==> src/rtl/core/rscp_pkg.sv <==
// rscp_pkg: shared constants, datapath op codes and status struct for the
// sprite column projector. No dependencies.
package rscp_pkg;

    localparam int POS_FRAC_BITS = 8;
    localparam int VEC_FRAC_BITS = 14;

    localparam logic [1:0] CMD_TICK   = 2'd0;
    localparam logic [1:0] CMD_PLACE  = 2'd1;
    localparam logic [1:0] CMD_COLUMN = 2'd2;

    localparam logic [2:0] REG_VIEW_WIDTH     = 3'd0;
    localparam logic [2:0] REG_VIEW_HEIGHT    = 3'd1;
    localparam logic [2:0] REG_FRAME_WIDTH    = 3'd2;
    localparam logic [2:0] REG_FRAME_HEIGHT   = 3'd3;
    localparam logic [2:0] REG_SHEET_ROW      = 3'd4;
    localparam logic [2:0] REG_FRAME_COUNT    = 3'd5;
    localparam logic [2:0] REG_FRAME_DURATION = 3'd6;

    typedef enum logic [4:0] {
        OP_IDLE, OP_LOAD,
        OP_DET_A, OP_DET_B, OP_TX_A, OP_TX_B, OP_TY_A, OP_TY_B, OP_NORM, OP_CLEAR,
        OP_CX_MUL, OP_CX_DIV, OP_CX_SET, OP_SZ_MUL, OP_SZ_DIV, OP_SZ_SET,
        OP_DP_DIV, OP_DP_SET, OP_GEOM,
        OP_TK_DIV, OP_TK_SET, OP_FR_ZERO, OP_FR_DIV, OP_FR_SET,
        OP_COL_MUL, OP_COL_DIV, OP_COL_SET, OP_TEX, OP_EMIT
    } t_op;

    typedef struct packed {
        logic       div_done;
        logic       geom_bad;
        logic       col_vis;
        logic       n_zero;
        logic       cnt_zero;
        logic       out_free;
        logic [1:0] cmd;
    } t_dp_status;

endpackage

==> src/rtl/core/raycast_sprite_column_projector.sv <==
// raycast_sprite_column_projector: top level, joins rscp_ctrl and rscp_dp.
// Uses rscp_pkg, rscp_ctrl, rscp_dp (which holds rscp_div).
//
//   channel   direction   handshake                  word
//   in        input       i_in_valid / o_in_ready    cmd and item fields
//   out       output      o_out_valid / i_out_ready  one result per item
//   cfg       input       i_cfg_valid / o_cfg_ready  register index and data
//
// one item at a time, none taken until the last is through: a visible column
// runs the 32-step radix-2 divider, a hidden column none; a tick one divide and
// a frame step if due; a place three 64-step divides, none if behind
// synchronous active-low reset restores register defaults and clears state
// the next item is taken while a result waits; a stalled output holds the
// sequencer in its last step until the word is taken
module raycast_sprite_column_projector (
    input  logic               i_clk,
    input  logic               i_rst_n,
    input  logic               i_in_valid,
    output logic               o_in_ready,
    input  logic [1:0]         i_cmd,
    input  logic [15:0]        i_delta_time,
    input  logic [15:0]        i_sprite_x,
    input  logic [15:0]        i_sprite_y,
    input  logic [15:0]        i_player_x,
    input  logic [15:0]        i_player_y,
    input  logic signed [15:0] i_dir_x,
    input  logic signed [15:0] i_dir_y,
    input  logic signed [15:0] i_plane_x,
    input  logic signed [15:0] i_plane_y,
    input  logic [10:0]        i_column,
    input  logic [15:0]        i_wall_depth,
    output logic               o_out_valid,
    input  logic               i_out_ready,
    output logic               o_visible,
    output logic signed [15:0] o_top_y,
    output logic signed [15:0] o_bottom_y,
    output logic [15:0]        o_tex_u,
    output logic [7:0]         o_frame,
    output logic               o_animation_over,
    input  logic               i_cfg_valid,
    output logic               o_cfg_ready,
    input  logic [2:0]         i_cfg_index,
    input  logic [23:0]        i_cfg_data
);
    rscp_pkg::t_op        op;
    rscp_pkg::t_dp_status status;

    assign o_cfg_ready = 1'b1;

    rscp_ctrl u_ctrl (
        .i_clk      (i_clk),
        .i_rst_n    (i_rst_n),
        .i_in_valid (i_in_valid),
        .o_in_ready (o_in_ready),
        .i_status   (status),
        .o_op       (op)
    );

    rscp_dp u_dp (
        .i_clk            (i_clk),
        .i_rst_n          (i_rst_n),
        .i_op             (op),
        .o_status         (status),
        .i_cfg_valid      (i_cfg_valid),
        .i_cfg_index      (i_cfg_index),
        .i_cfg_data       (i_cfg_data),
        .i_cmd            (i_cmd),
        .i_delta_time     (i_delta_time),
        .i_sprite_x       (i_sprite_x),
        .i_sprite_y       (i_sprite_y),
        .i_player_x       (i_player_x),
        .i_player_y       (i_player_y),
        .i_dir_x          (i_dir_x),
        .i_dir_y          (i_dir_y),
        .i_plane_x        (i_plane_x),
        .i_plane_y        (i_plane_y),
        .i_column         (i_column),
        .i_wall_depth     (i_wall_depth),
        .i_out_ready      (i_out_ready),
        .o_out_valid      (o_out_valid),
        .o_visible        (o_visible),
        .o_top_y          (o_top_y),
        .o_bottom_y       (o_bottom_y),
        .o_tex_u          (o_tex_u),
        .o_frame          (o_frame),
        .o_animation_over (o_animation_over)
    );
endmodule

==> src/rtl/core/rscp_div.sv <==
// rscp_div: restoring divider, one quotient bit per cycle, 64 or 32 steps.
// Depends on nothing.
module rscp_div (
    input  logic        i_clk,
    input  logic        i_rst_n,
    input  logic        i_start,
    input  logic        i_short,
    input  logic [63:0] i_dividend,
    input  logic [63:0] i_divisor,
    output logic        o_busy,
    output logic        o_done,
    output logic [63:0] o_quotient,
    output logic [63:0] o_remainder
);
    localparam logic [6:0] STEPS_LONG  = 7'd64;
    localparam logic [6:0] STEPS_SHORT = 7'd32;

    logic [63:0] r_rem, r_quo, r_dvs;
    logic [6:0]  r_cnt;
    logic        r_busy, r_done;
    logic [64:0] trial, diff;
    logic        ge;

    assign trial = {r_rem, r_quo[63]};
    assign ge    = trial >= {1'b0, r_dvs};
    assign diff  = trial - {1'b0, r_dvs};

    always_ff @(posedge i_clk) begin
        if (!i_rst_n) begin
            r_busy <= 1'b0;
            r_done <= 1'b0;
            r_cnt  <= '0;
        end else begin
            r_done <= 1'b0;
            if (i_start) begin
                r_busy <= 1'b1;
                r_cnt  <= i_short ? STEPS_SHORT : STEPS_LONG;
            end else if (r_busy) begin
                r_cnt <= r_cnt - 7'd1;
                if (r_cnt == 7'd1) begin
                    r_busy <= 1'b0;
                    r_done <= 1'b1;
                end
            end
        end
    end

    always_ff @(posedge i_clk) begin
        if (i_start) begin
            r_rem <= '0;
            r_quo <= i_short ? {i_dividend[31:0], 32'd0} : i_dividend;
            r_dvs <= i_divisor;
        end else if (r_busy) begin
            r_rem <= ge ? diff[63:0] : trial[63:0];
            r_quo <= {r_quo[62:0], ge};
        end
    end

    assign o_busy      = r_busy;
    assign o_done      = r_done;
    assign o_quotient  = r_quo;
    assign o_remainder = r_rem;
endmodule

==> src/rtl/core/rscp_dp.sv <==
// rscp_dp: datapath with config registers, shared multiplier, divider,
// geometry and timer state and the output register. Uses rscp_pkg, rscp_div.
module rscp_dp (
    input  logic                  i_clk,
    input  logic                  i_rst_n,
    input  rscp_pkg::t_op         i_op,
    output rscp_pkg::t_dp_status  o_status,
    input  logic                  i_cfg_valid,
    input  logic [2:0]            i_cfg_index,
    input  logic [23:0]           i_cfg_data,
    input  logic [1:0]            i_cmd,
    input  logic [15:0]           i_delta_time,
    input  logic [15:0]           i_sprite_x,
    input  logic [15:0]           i_sprite_y,
    input  logic [15:0]           i_player_x,
    input  logic [15:0]           i_player_y,
    input  logic signed [15:0]    i_dir_x,
    input  logic signed [15:0]    i_dir_y,
    input  logic signed [15:0]    i_plane_x,
    input  logic signed [15:0]    i_plane_y,
    input  logic [10:0]           i_column,
    input  logic [15:0]           i_wall_depth,
    input  logic                  i_out_ready,
    output logic                  o_out_valid,
    output logic                  o_visible,
    output logic signed [15:0]    o_top_y,
    output logic signed [15:0]    o_bottom_y,
    output logic [15:0]           o_tex_u,
    output logic [7:0]            o_frame,
    output logic                  o_animation_over
);
    localparam logic signed [17:0] POS_HALF = 18'(1 << (rscp_pkg::POS_FRAC_BITS - 1));

    // config
    logic [11:0] r_vw, r_vh;
    logic [10:0] r_fw, r_fh;
    logic [7:0]  r_row;
    logic [8:0]  r_fc;
    logic [23:0] r_fd;

    // input word
    logic [1:0]         r_cmd;
    logic [15:0]        r_dt, r_sx, r_sy, r_px, r_py, r_wd;
    logic signed [15:0] r_dx, r_dy, r_plx, r_ply;
    logic [10:0]        r_col;

    // work registers
    logic signed [55:0] r_prod;
    logic signed [33:0] r_det;
    logic signed [35:0] r_tx, r_ty;
    logic [33:0]        r_n;
    logic signed [31:0] r_v;
    logic               r_vis, r_over;
    logic [15:0]        r_tex;

    // state
    logic [31:0]        r_elapsed, r_depth;
    logic [8:0]         r_fi;
    logic signed [16:0] r_cx;
    logic [15:0]        r_size;
    logic [11:0]        r_start, r_end;
    logic signed [15:0] r_top, r_bot;
    logic               r_in_front;

    // output word
    logic               r_out_valid, r_o_vis, r_o_over;
    logic signed [15:0] r_o_top, r_o_bot;
    logic [15:0]        r_o_tex;
    logic [7:0]         r_o_frame;

    // multiplier
    logic signed [37:0] m_a;
    logic signed [17:0] m_b;
    logic signed [55:0] m_p;
    logic signed [17:0] ox, oy;
    logic signed [36:0] txy;

    // divider
    logic        d_start, d_short, d_busy, d_done;
    logic [63:0] d_dividend, d_divisor, d_q, d_r;
    logic [55:0] prod_mag;

    assign ox  = $signed({2'b00, r_sx}) - $signed({2'b00, r_px}) + POS_HALF;
    assign oy  = $signed({2'b00, r_sy}) - $signed({2'b00, r_py}) + POS_HALF;
    assign txy = 37'(r_ty) + 37'(r_tx);

    // column terms
    logic signed [17:0] cx2;
    logic signed [19:0] off2;
    logic               vis_c;
    assign cx2  = {r_cx, 1'b0};
    assign off2 = $signed({8'd0, r_col, 1'b0}) - 20'(cx2) + $signed({4'd0, r_size});
    assign vis_c = r_in_front && ({1'b0, r_col} >= r_start) && ({1'b0, r_col} < r_end) &&
                   (r_col != 11'd0) && ({1'b0, r_col} < r_vw) &&
                   (r_depth < {16'd0, r_wd}) && (r_size != 16'd0);

    always_comb begin
        m_a = '0;
        m_b = '0;
        case (i_op)
            rscp_pkg::OP_DET_A: begin m_a = 38'(r_plx); m_b = 18'(r_dy); end
            rscp_pkg::OP_DET_B: begin m_a = 38'(r_dx);  m_b = 18'(r_ply); end
            rscp_pkg::OP_TX_A:  begin m_a = 38'(r_dy);  m_b = ox; end
            rscp_pkg::OP_TX_B:  begin m_a = 38'(r_dx);  m_b = oy; end
            rscp_pkg::OP_TY_A:  begin m_a = 38'(r_plx); m_b = oy; end
            rscp_pkg::OP_TY_B:  begin m_a = 38'(r_ply); m_b = ox; end
            rscp_pkg::OP_CX_MUL: begin m_a = 38'(txy); m_b = $signed({6'd0, r_vw}); end
            rscp_pkg::OP_SZ_MUL: begin
                m_a = $signed({4'd0, r_det});
                m_b = $signed({6'd0, r_vh});
            end
            rscp_pkg::OP_COL_MUL: begin m_a = 38'(off2); m_b = $signed({7'd0, r_fw}); end
            default: begin m_a = '0; m_b = '0; end
        endcase
    end
    assign m_p = m_a * m_b;

    // tick terms
    logic [32:0] tk_sum;
    logic [23:0] tk_dur;
    logic        fi_ge;
    logic [34:0] fr_total, fr_nm1;
    assign tk_sum   = {1'b0, r_elapsed} + {17'd0, r_dt};
    assign tk_dur   = (r_fd == 24'd0) ? 24'd1 : r_fd;
    assign fi_ge    = r_fi >= r_fc;
    assign fr_total = {26'd0, r_fi} + {1'b0, r_n};
    assign fr_nm1   = {1'b0, r_n} - 35'd1;

    assign prod_mag = r_prod[55] ? 56'(-r_prod) : 56'(r_prod);

    always_comb begin
        d_start    = 1'b0;
        d_short    = 1'b0;
        d_dividend = '0;
        d_divisor  = '0;
        case (i_op)
            rscp_pkg::OP_CX_DIV: begin
                d_start    = 1'b1;
                d_dividend = {8'd0, prod_mag};
                d_divisor  = {27'd0, r_ty, 1'b0};
            end
            rscp_pkg::OP_SZ_DIV: begin
                d_start    = 1'b1;
                d_dividend = {8'd0, prod_mag} << rscp_pkg::POS_FRAC_BITS;
                d_divisor  = {28'd0, r_ty} << rscp_pkg::VEC_FRAC_BITS;
            end
            rscp_pkg::OP_DP_DIV: begin
                d_start    = 1'b1;
                d_dividend = {28'd0, r_ty} << rscp_pkg::VEC_FRAC_BITS;
                d_divisor  = {30'd0, r_det};
            end
            rscp_pkg::OP_TK_DIV: begin
                d_start    = 1'b1;
                d_dividend = {31'd0, tk_sum};
                d_divisor  = {40'd0, tk_dur};
            end
            rscp_pkg::OP_FR_DIV: begin
                d_start    = 1'b1;
                d_dividend = {29'd0, fi_ge ? fr_nm1 : fr_total};
                d_divisor  = {55'd0, r_fc};
            end
            rscp_pkg::OP_COL_DIV: begin
                d_start    = 1'b1;
                d_short    = 1'b1;
                d_dividend = {32'd0, prod_mag[31:0]};
                d_divisor  = {47'd0, r_size, 1'b0};
            end
            default: d_start = 1'b0;
        endcase
    end

    rscp_div u_div (
        .i_clk       (i_clk),
        .i_rst_n     (i_rst_n),
        .i_start     (d_start),
        .i_short     (d_short),
        .i_dividend  (d_dividend),
        .i_divisor   (d_divisor),
        .o_busy      (d_busy),
        .o_done      (d_done),
        .o_quotient  (d_q),
        .o_remainder (d_r)
    );

    // center column from the floor division
    logic [63:0]        cx_m;
    logic signed [16:0] cx_val;
    always_comb begin
        cx_m = d_q + {63'd0, d_r != 64'd0};
        if (!r_prod[55]) begin
            cx_val = (d_q > 64'd65535) ? 17'sd65535 : $signed({1'b0, d_q[15:0]});
        end else begin
            cx_val = (cx_m > 64'd65536) ? -17'sd65536 : 17'(17'd0 - cx_m[16:0]);
        end
    end

    // extents and stripe
    logic signed [17:0] g_hdiff;
    logic signed [16:0] g_thalf;
    logic [16:0]        g_hsum;
    logic signed [19:0] g_e1, g_e2, g_e2p;
    logic signed [18:0] g_eh;
    logic signed [15:0] g_top, g_bot;
    logic [11:0]        g_start, g_end;
    always_comb begin
        g_hdiff = $signed({6'd0, r_vh}) - $signed({2'd0, r_size});
        g_thalf = g_hdiff[17:1];
        g_top   = (g_thalf < -17'sd32768) ? -16'sd32768 : g_thalf[15:0];
        g_hsum  = {5'd0, r_vh} + {1'b0, r_size};
        g_bot   = (g_hsum[16:1] > 16'd32767) ? 16'sd32767 : $signed(g_hsum[16:1]);
        g_e1    = 20'(cx2) - $signed({4'd0, r_size});
        if (g_e1[19]) begin
            g_start = 12'd0;
        end else begin
            g_start = (g_e1[19:1] > 19'd4095) ? 12'd4095 : g_e1[12:1];
        end
        g_e2  = 20'(cx2) + $signed({4'd0, r_size});
        g_e2p = g_e2 + 20'sd1;
        g_eh  = g_e2p[19:1];
        if (g_e2 >= $signed({7'd0, r_vw, 1'b0})) begin
            g_end = (r_vw == 12'd0) ? 12'd0 : r_vw - 12'd1;
        end else if (g_eh[18]) begin
            g_end = 12'd0;
        end else begin
            g_end = (g_eh > 19'sd4095) ? 12'd4095 : g_eh[11:0];
        end
    end

    // texture u
    logic [19:0]        fifw;
    logic signed [32:0] tex_sum;
    logic [15:0]        tex_val;
    assign fifw    = 20'(r_fi) * 20'(r_fw);
    assign tex_sum = 33'(r_v) + $signed({13'd0, fifw});
    always_comb begin
        if (tex_sum[32]) begin
            tex_val = 16'd0;
        end else if (tex_sum > 33'sd65535) begin
            tex_val = 16'hFFFF;
        end else begin
            tex_val = tex_sum[15:0];
        end
    end

    always_ff @(posedge i_clk) begin
        if (!i_rst_n) begin
            r_vw  <= 12'd640;
            r_vh  <= 12'd480;
            r_fw  <= 11'd64;
            r_fh  <= 11'd64;
            r_row <= 8'd0;
            r_fc  <= 9'd1;
            r_fd  <= 24'd1000;
        end else if (i_cfg_valid) begin
            case (i_cfg_index)
                rscp_pkg::REG_VIEW_WIDTH:     r_vw  <= i_cfg_data[11:0];
                rscp_pkg::REG_VIEW_HEIGHT:    r_vh  <= i_cfg_data[11:0];
                rscp_pkg::REG_FRAME_WIDTH:    r_fw  <= i_cfg_data[10:0];
                rscp_pkg::REG_FRAME_HEIGHT:   r_fh  <= i_cfg_data[10:0];
                rscp_pkg::REG_SHEET_ROW:      r_row <= i_cfg_data[7:0];
                rscp_pkg::REG_FRAME_COUNT:    r_fc  <= i_cfg_data[8:0];
                rscp_pkg::REG_FRAME_DURATION: r_fd  <= i_cfg_data;
                default: r_row <= r_row;
            endcase
        end
    end

    // input word and scratch, no reset
    always_ff @(posedge i_clk) begin
        case (i_op)
            rscp_pkg::OP_LOAD: begin
                r_cmd <= i_cmd;        r_dt  <= i_delta_time;
                r_sx  <= i_sprite_x;   r_sy  <= i_sprite_y;
                r_px  <= i_player_x;   r_py  <= i_player_y;
                r_dx  <= i_dir_x;      r_dy  <= i_dir_y;
                r_plx <= i_plane_x;    r_ply <= i_plane_y;
                r_col <= i_column;     r_wd  <= i_wall_depth;
                r_vis <= 1'b0;         r_tex <= 16'd0;
                r_over <= 1'b0;
            end
            rscp_pkg::OP_DET_A, rscp_pkg::OP_TX_A, rscp_pkg::OP_TY_A,
            rscp_pkg::OP_CX_MUL, rscp_pkg::OP_SZ_MUL: r_prod <= m_p;
            rscp_pkg::OP_DET_B: r_det <= r_prod[33:0] - m_p[33:0];
            rscp_pkg::OP_TX_B:  r_tx  <= r_prod[35:0] - m_p[35:0];
            rscp_pkg::OP_TY_B:  r_ty  <= r_prod[35:0] - m_p[35:0];
            rscp_pkg::OP_NORM: begin
                if (r_det[33]) begin
                    r_det <= -r_det;
                    r_tx  <= -r_tx;
                    r_ty  <= -r_ty;
                end
            end
            rscp_pkg::OP_TK_SET: r_n <= d_q[33:0];
            rscp_pkg::OP_FR_ZERO: r_over <= 1'b1;
            rscp_pkg::OP_FR_DIV: r_over <= fi_ge || (fr_total >= {26'd0, r_fc});
            rscp_pkg::OP_COL_MUL: begin
                r_prod <= m_p;
                r_vis  <= vis_c;
            end
            rscp_pkg::OP_COL_SET: r_v <= r_prod[55] ? 32'(-d_q[31:0]) : $signed(d_q[31:0]);
            rscp_pkg::OP_TEX: r_tex <= tex_val;
            default: r_cmd <= r_cmd;
        endcase
    end

    // geometry and timer state
    always_ff @(posedge i_clk) begin
        if (!i_rst_n) begin
            r_elapsed <= '0; r_fi <= '0; r_depth <= '0; r_cx <= '0;
            r_size <= '0; r_start <= '0; r_end <= '0; r_top <= '0; r_bot <= '0;
            r_in_front <= 1'b0;
        end else begin
            case (i_op)
                rscp_pkg::OP_CLEAR: begin
                    r_depth <= '0; r_cx <= '0; r_size <= '0; r_start <= '0;
                    r_end <= '0; r_top <= '0; r_bot <= '0; r_in_front <= 1'b0;
                end
                rscp_pkg::OP_CX_SET: r_cx <= cx_val;
                rscp_pkg::OP_SZ_SET: r_size <= (d_q > 64'd65535) ? 16'hFFFF : d_q[15:0];
                rscp_pkg::OP_DP_SET:
                    r_depth <= (d_q[63:32] != 32'd0) ? 32'hFFFF_FFFF : d_q[31:0];
                rscp_pkg::OP_GEOM: begin
                    r_top <= g_top; r_bot <= g_bot;
                    r_start <= g_start; r_end <= g_end;
                    r_in_front <= 1'b1;
                end
                rscp_pkg::OP_TK_SET: r_elapsed <= d_r[31:0];
                rscp_pkg::OP_FR_ZERO: r_fi <= '0;
                rscp_pkg::OP_FR_SET: r_fi <= d_r[8:0];
                default: r_fi <= r_fi;
            endcase
        end
    end

    // output word
    always_ff @(posedge i_clk) begin
        if (!i_rst_n) begin
            r_out_valid <= 1'b0;
        end else if (i_op == rscp_pkg::OP_EMIT) begin
            r_out_valid <= 1'b1;
        end else if (i_out_ready) begin
            r_out_valid <= 1'b0;
        end
    end

    always_ff @(posedge i_clk) begin
        if (i_op == rscp_pkg::OP_EMIT) begin
            r_o_vis   <= r_vis;
            r_o_top   <= r_top;
            r_o_bot   <= r_bot;
            r_o_tex   <= r_tex;
            r_o_frame <= r_fi[7:0];
            r_o_over  <= r_over;
        end
    end

    assign o_out_valid      = r_out_valid;
    assign o_visible        = r_o_vis;
    assign o_top_y          = r_o_top;
    assign o_bottom_y       = r_o_bot;
    assign o_tex_u          = r_o_tex;
    assign o_frame          = r_o_frame;
    assign o_animation_over = r_o_over;

    assign o_status.div_done = d_done;
    assign o_status.geom_bad = (r_det == 34'sd0) || r_ty[35] || (r_ty == 36'sd0);
    assign o_status.col_vis  = r_vis;
    assign o_status.n_zero   = (r_n == 34'd0);
    assign o_status.cnt_zero = (r_fc == 9'd0);
    assign o_status.out_free = !r_out_valid || i_out_ready;
    assign o_status.cmd      = r_cmd;

    a_div_idle_on_start: assert property (@(posedge i_clk) disable iff (!i_rst_n)
        d_start |-> !d_busy) else $error("divider restarted while busy");
    a_tex_only_visible: assert property (@(posedge i_clk) disable iff (!i_rst_n)
        (i_op == rscp_pkg::OP_TEX) |-> r_vis) else $error("texture step on hidden column");
    a_frame_in_range: assert property (@(posedge i_clk) disable iff (!i_rst_n)
        (i_op == rscp_pkg::OP_FR_SET) |=> (r_fi < r_fc)) else $error("frame out of range");
endmodule

==> src/rtl/core/rscp_ctrl.sv <==
// rscp_ctrl: sequencer that walks the datapath through tick, place and
// column items. Uses rscp_pkg.
module rscp_ctrl (
    input  logic                 i_clk,
    input  logic                 i_rst_n,
    input  logic                 i_in_valid,
    output logic                 o_in_ready,
    input  rscp_pkg::t_dp_status i_status,
    output rscp_pkg::t_op        o_op
);
    typedef enum logic [4:0] {
        S_IDLE, S_DISP,
        S_DET_A, S_DET_B, S_TX_A, S_TX_B, S_TY_A, S_TY_B, S_NORM, S_CHK, S_CLEAR,
        S_CX_MUL, S_CX_DIV, S_CX_WAIT, S_SZ_MUL, S_SZ_DIV, S_SZ_WAIT,
        S_DP_DIV, S_DP_WAIT, S_GEOM,
        S_TK_DIV, S_TK_WAIT, S_TK_CHK, S_FR_ZERO, S_FR_DIV, S_FR_WAIT,
        S_COL_MUL, S_COL_CHK, S_COL_DIV, S_COL_WAIT, S_TEX, S_EMIT
    } t_state;

    t_state r_state;

    always_ff @(posedge i_clk) begin
        if (!i_rst_n) begin
            r_state <= S_IDLE;
        end else begin
            case (r_state)
                S_IDLE:    if (i_in_valid) r_state <= S_DISP;
                S_DISP: begin
                    case (i_status.cmd)
                        rscp_pkg::CMD_TICK:   r_state <= S_TK_DIV;
                        rscp_pkg::CMD_PLACE:  r_state <= S_DET_A;
                        rscp_pkg::CMD_COLUMN: r_state <= S_COL_MUL;
                        default:              r_state <= S_EMIT;
                    endcase
                end
                S_DET_A:   r_state <= S_DET_B;
                S_DET_B:   r_state <= S_TX_A;
                S_TX_A:    r_state <= S_TX_B;
                S_TX_B:    r_state <= S_TY_A;
                S_TY_A:    r_state <= S_TY_B;
                S_TY_B:    r_state <= S_NORM;
                S_NORM:    r_state <= S_CHK;
                S_CHK:     r_state <= i_status.geom_bad ? S_CLEAR : S_CX_MUL;
                S_CLEAR:   r_state <= S_EMIT;
                S_CX_MUL:  r_state <= S_CX_DIV;
                S_CX_DIV:  r_state <= S_CX_WAIT;
                S_CX_WAIT: if (i_status.div_done) r_state <= S_SZ_MUL;
                S_SZ_MUL:  r_state <= S_SZ_DIV;
                S_SZ_DIV:  r_state <= S_SZ_WAIT;
                S_SZ_WAIT: if (i_status.div_done) r_state <= S_DP_DIV;
                S_DP_DIV:  r_state <= S_DP_WAIT;
                S_DP_WAIT: if (i_status.div_done) r_state <= S_GEOM;
                S_GEOM:    r_state <= S_EMIT;
                S_TK_DIV:  r_state <= S_TK_WAIT;
                S_TK_WAIT: if (i_status.div_done) r_state <= S_TK_CHK;
                S_TK_CHK: begin
                    if (i_status.n_zero) begin
                        r_state <= S_EMIT;
                    end else if (i_status.cnt_zero) begin
                        r_state <= S_FR_ZERO;
                    end else begin
                        r_state <= S_FR_DIV;
                    end
                end
                S_FR_ZERO: r_state <= S_EMIT;
                S_FR_DIV:  r_state <= S_FR_WAIT;
                S_FR_WAIT: if (i_status.div_done) r_state <= S_EMIT;
                S_COL_MUL: r_state <= S_COL_CHK;
                S_COL_CHK: r_state <= i_status.col_vis ? S_COL_DIV : S_EMIT;
                S_COL_DIV: r_state <= S_COL_WAIT;
                S_COL_WAIT: if (i_status.div_done) r_state <= S_TEX;
                S_TEX:     r_state <= S_EMIT;
                S_EMIT:    if (i_status.out_free) r_state <= S_IDLE;
                default:   r_state <= S_IDLE;
            endcase
        end
    end

    always_comb begin
        case (r_state)
            S_IDLE:     o_op = i_in_valid ? rscp_pkg::OP_LOAD : rscp_pkg::OP_IDLE;
            S_DET_A:    o_op = rscp_pkg::OP_DET_A;
            S_DET_B:    o_op = rscp_pkg::OP_DET_B;
            S_TX_A:     o_op = rscp_pkg::OP_TX_A;
            S_TX_B:     o_op = rscp_pkg::OP_TX_B;
            S_TY_A:     o_op = rscp_pkg::OP_TY_A;
            S_TY_B:     o_op = rscp_pkg::OP_TY_B;
            S_NORM:     o_op = rscp_pkg::OP_NORM;
            S_CLEAR:    o_op = rscp_pkg::OP_CLEAR;
            S_CX_MUL:   o_op = rscp_pkg::OP_CX_MUL;
            S_CX_DIV:   o_op = rscp_pkg::OP_CX_DIV;
            S_CX_WAIT:  o_op = i_status.div_done ? rscp_pkg::OP_CX_SET : rscp_pkg::OP_IDLE;
            S_SZ_MUL:   o_op = rscp_pkg::OP_SZ_MUL;
            S_SZ_DIV:   o_op = rscp_pkg::OP_SZ_DIV;
            S_SZ_WAIT:  o_op = i_status.div_done ? rscp_pkg::OP_SZ_SET : rscp_pkg::OP_IDLE;
            S_DP_DIV:   o_op = rscp_pkg::OP_DP_DIV;
            S_DP_WAIT:  o_op = i_status.div_done ? rscp_pkg::OP_DP_SET : rscp_pkg::OP_IDLE;
            S_GEOM:     o_op = rscp_pkg::OP_GEOM;
            S_TK_DIV:   o_op = rscp_pkg::OP_TK_DIV;
            S_TK_WAIT:  o_op = i_status.div_done ? rscp_pkg::OP_TK_SET : rscp_pkg::OP_IDLE;
            S_FR_ZERO:  o_op = rscp_pkg::OP_FR_ZERO;
            S_FR_DIV:   o_op = rscp_pkg::OP_FR_DIV;
            S_FR_WAIT:  o_op = i_status.div_done ? rscp_pkg::OP_FR_SET : rscp_pkg::OP_IDLE;
            S_COL_MUL:  o_op = rscp_pkg::OP_COL_MUL;
            S_COL_DIV:  o_op = rscp_pkg::OP_COL_DIV;
            S_COL_WAIT: o_op = i_status.div_done ? rscp_pkg::OP_COL_SET : rscp_pkg::OP_IDLE;
            S_TEX:      o_op = rscp_pkg::OP_TEX;
            S_EMIT:     o_op = i_status.out_free ? rscp_pkg::OP_EMIT : rscp_pkg::OP_IDLE;
            default:    o_op = rscp_pkg::OP_IDLE;
        endcase
    end

    assign o_in_ready = (r_state == S_IDLE);

    a_done_in_wait: assert property (@(posedge i_clk) disable iff (!i_rst_n)
        i_status.div_done |-> (r_state == S_CX_WAIT || r_state == S_SZ_WAIT ||
        r_state == S_DP_WAIT || r_state == S_TK_WAIT || r_state == S_FR_WAIT ||
        r_state == S_COL_WAIT)) else $error("divider result outside a wait state");
    a_accept_goes_disp: assert property (@(posedge i_clk) disable iff (!i_rst_n)
        (i_in_valid && o_in_ready) |=> (r_state == S_DISP)) else $error("accept lost");
endmodule
==> config.mk <==
export PLATFORM = sky130hd
export DESIGN_NAME = raycast_sprite_column_projector
export DESIGN_NICKNAME = d
export VERILOG_FILES = /design/src/rtl/core/rscp_pkg.sv /design/src/rtl/core/raycast_sprite_column_projector.sv /design/src/rtl/core/rscp_div.sv /design/src/rtl/core/rscp_dp.sv /design/src/rtl/core/rscp_ctrl.sv
export SDC_FILE = /design/constraint.sdc
export NUM_CORES = 2
export LEC_CHECK = 0
export BUFFER_PORTS_ARGS = -buffer_cell sky130_fd_sc_hd__buf_2
export CAP_MARGIN = 20
export CORE_ASPECT_RATIO = 0.9
export CORE_UTILIZATION = 25
export DETAILED_ROUTE_END_ITERATION = 7
export MAX_ROUTING_LAYER = met4
export PLACE_DENSITY_LB_ADDON = 0.12
export REMOVE_ABC_BUFFERS = 1
export SLEW_MARGIN = 20
export SYNTH_ARGS = -nofsm -noshare
export SYNTH_HDL_FRONTEND = slang
export SYNTH_HIERARCHICAL = 1
export SYNTH_SLANG_ARGS = --single-unit
==> constraint.sdc <==
create_clock -name i_clk -period 15.7 [get_ports i_clk]
set_input_delay 3.14 -clock i_clk [delete_from_list [all_inputs] [get_ports i_clk]]
set_output_delay 3.14 -clock i_clk [all_outputs]
set_load 0.02 [all_outputs]
Word level (Yosys, flattened, before mapping) --
Cells that the tools add are included.
Word-level totals: register bits 915, bits of input ports 205, output and inout port bits 61, word-level logic and storage cells 306
Operators by class: add/subtract/negate cells 28, multipliers 2, order comparisons 15, eq/ne operators 75, mux-type cells 79, bitwise gates (word level) 2, reduce and logical (&&, ||, !) cells 54
Operators with widths (number):
- case mux 64 bit (6 select lines) | 1
- case mux 50 bit (6 select lines) | 1
- case mux 38 bit (7 select lines) | 1
- 2-to-1 mux 64 bit | 4
- == test 5 bit (second input constant) | 29
- case mux 5 bit (29 select lines) | 1
- case mux 36 bit (2 select lines) | 2
- case mux 5 bit (28 select lines) | 1
- case mux 16 bit (2 select lines) | 4
- case mux 18 bit (7 select lines) | 1
- 2-to-1 mux 16 bit | 6
- == test 5 x 4 -> 1 bit (second input constant) | 16
- 2-to-1 mux 12 bit | 6
- 2-to-1 mux 36 bit | 2
- negator 36 bit | 2
- 2-to-1 mux 5 bit | 14
- logical NOT 34 bit | 2
- case mux 34 bit (2 select lines) | 1
- greater-or-equal comparator 65 x 64 -> 1 bit | 1
- adder 64 x 1 -> 64 bit | 1
- greater-than comparator 64 x 16 -> 1 bit (second input constant) | 1
- greater-than comparator 64 x 17 -> 1 bit (second input constant) | 1
- 2-to-1 mux 32 bit | 2
- case mux 32 bit (2 select lines) | 1
- 85 further kinds | 154

Depth between registers and ports, before layout --
depth after elaboration 10, gate-level depth with buffers 53, depth with buffers taken out 48

By module --
The synthesis kept the hierarchy.
By module, submodules not included:
- rscp_dp | times used 1, cells an instance 8418, area an instance 74450.2 um^2, sequential area each 18968.2 um^2
- rscp_div | times used 1, cells an instance 1386, area an instance 12273.0 um^2, sequential area each 5305.1 um^2
- rscp_ctrl | times used 1, cells an instance 163, area an instance 1059.8 um^2, sequential area each 100.1 um^2
- raycast_sprite_column_projector | times used 1, cells an instance 2, area an instance 11.3 um^2, sequential area each 0.0 um^2

Worst setup path before layout --
No wires, ideal clock.
kind input-to-reg, start in i_out_ready, end reg u_dp.r_tx[34], data pin, library setup time 0.268 ns, data arrival time 13.017 ns, data required time 15.432 ns, setup slack 2.416 ns, stages on the path 46, path buffers 5, cell sequence nand2b_1 > o21ai_0 > a221oi_1 > o21bai_1 > nand2b_1 > or2_2 > clkbuf_1 > nor2_1 > clkbuf_1 > buf_1 > mux2i_1 > nor2_1 > xor2_1 > o211ai_1 > clkbuf_1 > nand2_1 > fa_1 > inv_1 > [... 10 more ...] > nor2_1 > a211o_1 > a221o_1 > o21a_1 > o21ai_0 > nand2b_1 > xnor2_1 > ha_1 > and2_1 > nand2_1 > nand2_1 > a21o_1 > a21o_1 > nor2_1 > a21oi_1 > a31oi_1 > mux2i_1 > o21ai_0
On the way: cells in the longest elaborated chain, start to end 9, elaborated cells between the ends (all ways) 22, those cells by class add/sub (1); mul (1); eq/ne (10); mux (5); reduce/logical (5)
RTL lines:
- from (decl) | line raycast_sprite_column_projector.sv:33 | input logic i_out_ready,
- logical OR 1 bit (*) | line rscp_dp.sv:370 | assign o_status.out_free = !r_out_valid || i_out_ready;
- 2-to-1 mux 5 bit (*) | line rscp_ctrl.sv:108 | S_EMIT: o_op = i_status.out_free ? rscp_pkg::OP_EMIT : rscp_pkg::OP_IDLE;
- case mux 5 bit (28 select lines) (*) | line rscp_ctrl.sv:80 | case (r_state)
- via op[4] | line raycast_sprite_column_projector.sv:45 | rscp_pkg::t_op op;
- == test 5 x 2 -> 1 bit, or another cell as far along | line rscp_dp.sv:100 | case (i_op)
- OR reduction 2 bit (no source line)
- case mux 38 bit (7 select lines) or case mux 18 bit (7 select lines) (tied branches) | line rscp_dp.sv:100
- multiplier 38 x 18 -> 56 bit | line rscp_dp.sv:116 | assign m_p = m_a * m_b;
- subtractor 36 bit | line rscp_dp.sv:284 | rscp_pkg::OP_TX_B: r_tx <= r_prod[35:0] - m_p[35:0];
- case mux 36 bit (2 select lines) (*) | line rscp_dp.sv:270 | case (i_op)
- to (signal assigned) | line rscp_dp.sv:284
- to (signal assigned) | line rscp_dp.sv:289 | r_tx <= -r_tx;
- to (decl) | line rscp_dp.sv:50 | logic signed [35:0] r_tx, r_ty;
The timed path passes the listed nets; every way through them passes the cells marked *. A chain may end at the register's enable or synchronous reset.

==> impl_metrics.csv <==
group,metric,value,unit
status,outcome,"finished, violations left",
status,violations,"DRC",
grt,grt_usage,22.0,%
layout,area.growth.synth_to_final,12.7,%
detailed_routing,m1WireLength,189,mm
setup_path,start_kind,"primary input",
timing,period_needed,15.15,ns
detailed_routing,wl_per_cell,26.0,um
clocking,cts_tree,"yes",
logic_synthesis,synth-seq-cells,915,
placed_design,placed_area,95000,um^2
layout,fin_area,98900,um^2
clocking,cts_max_level,3,
pwr,p_leak,40.5,nW
grt,overflow,0,
setup_path,worstPathArrival,15.62,ns
floorplan,die_x,627,um
layout,nets,11550,
setup_path,crit_start,"i_out_ready",
setup_path,cp_max_fo,13,
timing,finalHoldViolCount,0,
logic_synthesis,avgSynthCellArea,8.81,um^2
logic_synthesis,synth_area,87800,um^2
timing,grt_setup_unrepaired,"no",
setup_path,critPathMaxStageDelay,0.76,ns
timing,max_clock_freq,0.0660,GHz
detailed_routing,antenna_left,0,
timing,slew_viol_final,0,
setup_path,worst_setup_path_end_kind,"register",
worst_hold_path,hold_start,"u_dp/r_tex[5]",
clocking,ctsHoldBuffers,0,
clocking,post_cts_buffers,0,
clocking,path_clk_slew,0.06,ns
timing,whs,0.419,ns
detailed_routing,highest-signal-layer,"met4",
logic_synthesis,ys.flop_type,"edfxtp_1",
setup_path,crit_type,"in2reg",
layout,regArea,24400,um^2
timing,fin_skew,0.0721,ns
placed_design,gp_congestion,0.921,
logic_synthesis,synth_edf_count,605,
detailed_routing,via_per_inst,5.10,
clocking,cts_repair_resize_count,0,
setup_path,critPathBufInv,6,
grt,grt_pass1_wl,551,mm
setup_path,cp_slowest_cell,"nor2b_1",
detailed_routing,drt-initial-drc-count,7455,
logic_synthesis,synth_cells,9969,
floorplan,fp.dieArea,354000,um^2
clocking,clk_latency,0.79,ns
detailed_routing,vias,75764,
detailed_routing,drcViolationCount,24,
clocking,cts-root-buf,"clkbuf_16",
worst_hold_path,min_to,"u_dp/o_tex_u[5]",
placed_design,port_buffers,264,
logic_synthesis,async_flop_share,0,%
logic_synthesis,ys_warn_count,6,
clocking,numClockSinks,915,
detailed_routing,wl_met3,25.6,mm
clocking,cts_buffers,112,
logic_synthesis,ys_types,106,
clocking,cts.path.max_buffers,3,
grt,grt_max_degree,90,
setup_path,reg2reg_depth,43,
timing,setup_tns,0,ns
floorplan,core-area,350000,um^2
setup_path,ff2ff_setup_slack,2.31,ns
floorplan,io_pins,266,
floorplan,core.rowCount,206,
timing,setup_viol,0,
worst_hold_path,hp-class,"reg2reg",
pwr,peakVddDrop,0.000204,V
timing,period_share,96.5,%
timing,max_slew.worst_pin.slew,1.17,ns
pwr,powerDensity,264,nW/um^2
placed_design,placed_cells,14632,
setup_path,critical_path_required,16.17,ns
setup_path,critPathTopFamily,"compound AO/OA/AOI/OAI gates",
grt,antenna_found_initial,33,
detailed_routing,met2_length,161,mm
floorplan,fp.dieH,564,um
setup_path,reg2reg_to,"u_dp/r_ty[31]",
run,cap_violations,0,
layout,fillCellCount,37479,
setup_path,critPathMostFrequentCell,"fa_1",
detailed_routing,drt-total-wl,386,mm
grt,grt_pass1_vias,74746,
timing,relSlewSlack,21.8,%
layout,drive_above_1_share,8.35,%
placed_design,hpwl,311,mm
logic_synthesis,yosysSeqAreaShare,27.8,%
detailed_routing,first_pass_iters,8,
layout,final_cells,14855,
floorplan,initial_utilization,25.1,%
layout,multi_input_area,57400,um^2
worst_hold_path,whs_path_depth,0,
setup_path,r2r_start,"u_ctrl/r_state[3]",
==> cells in the final DEF (no fill, tap or decap), drive strengths merged, types with 207 or more instances in the layout <==
cell type,count
fa,727
dfxtp,310
nand2,1335
buf,491
xor2,207
inv,1164
nor3,241
edfxtp,605
o21ai,486
a21oi,598
nor2,573
xnor2,345
ha,550
==> Yosys cell counts, types with 25 or more instances <==
cell type  count  area share [%]
dfxtp_1      310             7.1
or3_1         61            0.43
buf_2         28            0.16
nor4_1       101            0.72
and2_1       174             1.2
edfxtp_1     605              21
o21a_1        65            0.56
nor2b_1       79            0.56
o211ai_1      56            0.48
a311oi_1      48            0.48
buf_1         28            0.12
nor2_1       572             2.4
o22ai_1       39            0.28
xor2_1       207             2.1
and3_1        57            0.41
a21oi_1      597             3.4
nor3_1       241             1.4
a22oi_1      106            0.91
nand3_1      195             1.1
o221ai_1      44            0.44
nand2_1     1334             5.7
or4_1         42            0.36
inv_1       1154             4.9
xnor2_1      345             3.4
mux2i_1       70            0.80
or2_2         64            0.46
nand4_1       95            0.68
a32oi_1       38            0.38
ha_1         550             7.8
clkbuf_1     446             1.9
a22o_1        25            0.25
o21ai_0      471             2.7
a21o_1       175             1.5
nand2b_1     114            0.81
o21bai_1      53            0.45
o31ai_1       63            0.54
a31oi_1       70            0.50
fa_1         727              17
a211oi_1     100            0.86
==> power breakdown <==
group	switching [mW]	internal [mW]
Combinational	11.3	6.26
Clock	1.21	1.60
Sequential	1.43	4.30
==> through the flow <==
step	util [%]	setup WS [ns]	power, mW
after global routing	28.3	0.0744	28.2
after global placement	27.1	0.150	23.2
after CTS	28.3	0.706	26.2
final	28.3	0.548	26.1
after detailed placement	27.1	-0.0988	23.3
after floorplan	-	-7.19	16.4
==> metal layers <==
metal	up-vias	track usage [%]
met3	372	3.57
met4	0	5.13
met1	38344	31.9
met5	-	-
met2	2447	31.5
li1	34601	-
==> registers in the layout, indices dropped and copies added (netlist names), 17 cells and up <==
signal                  cells
u_dp/r_cx                  17
u_dp/r_depth               32
u_dp/r_det                 34
u_dp/r_elapsed             32
u_dp/r_fd                  24
u_dp/r_n                   34
u_dp/r_prod                56
u_dp/r_tx                  36
u_dp/r_ty                  36
u_dp/r_v                   32
u_dp/u_div/o_quotient      64
u_dp/u_div/o_remainder     64
u_dp/u_div/r_dvs           64
==> kinds of logic (layout without fill, tap and decap cells) <==
group | count (synthesis) | after routing | synth area share, %
muxes | 83 | 83 | 0.965
buffers and inverters | 1675 | 1859 | 7.31
other | 2 | 24 | 0.00855
AOI/OAI and AO/OA | 2244 | 2244 | 16.8
and+or+nand+nor | 3217 | 3217 | 17.2
xor gates and xnor gates | 553 | 553 | 5.53
DFF | 915 | 915 | 27.8
adders and majority gates | 1280 | 1280 | 24.5
==> area by class of cell <==
class                           instances  share of cell area, %
Multi-Input combinational cell       7392                   58.0
Sequential cell                       915                   24.6
Tap cell                             4680                   5.92
Inverter                             1156                   4.39
Timing Repair Buffer                  491                   3.10
Clock buffer                          133                   2.98
Clock inverter                         79                  0.950
Antenna cell                            9                 0.0228
==> worst max path at each step <==
| stage | endpoint | cells past startpoint |
|---|---|---|
| 6_report | u_dp/r_ty[31] | 44 |
| 5_1_grt | u_dp/r_ty[31] | 45 |
| 4_1_cts | u_dp/r_ty[31] | 44 |
| 3_5_place_dp | u_dp/r_ty[31] | 44 |
| 3_3_place_gp | u_dp/r_ty[34] | 44 |
| 2_1_floorplan | u_dp/u_div/o_quotient[0] | 10 |
Power figures use the tool's default switching activity.
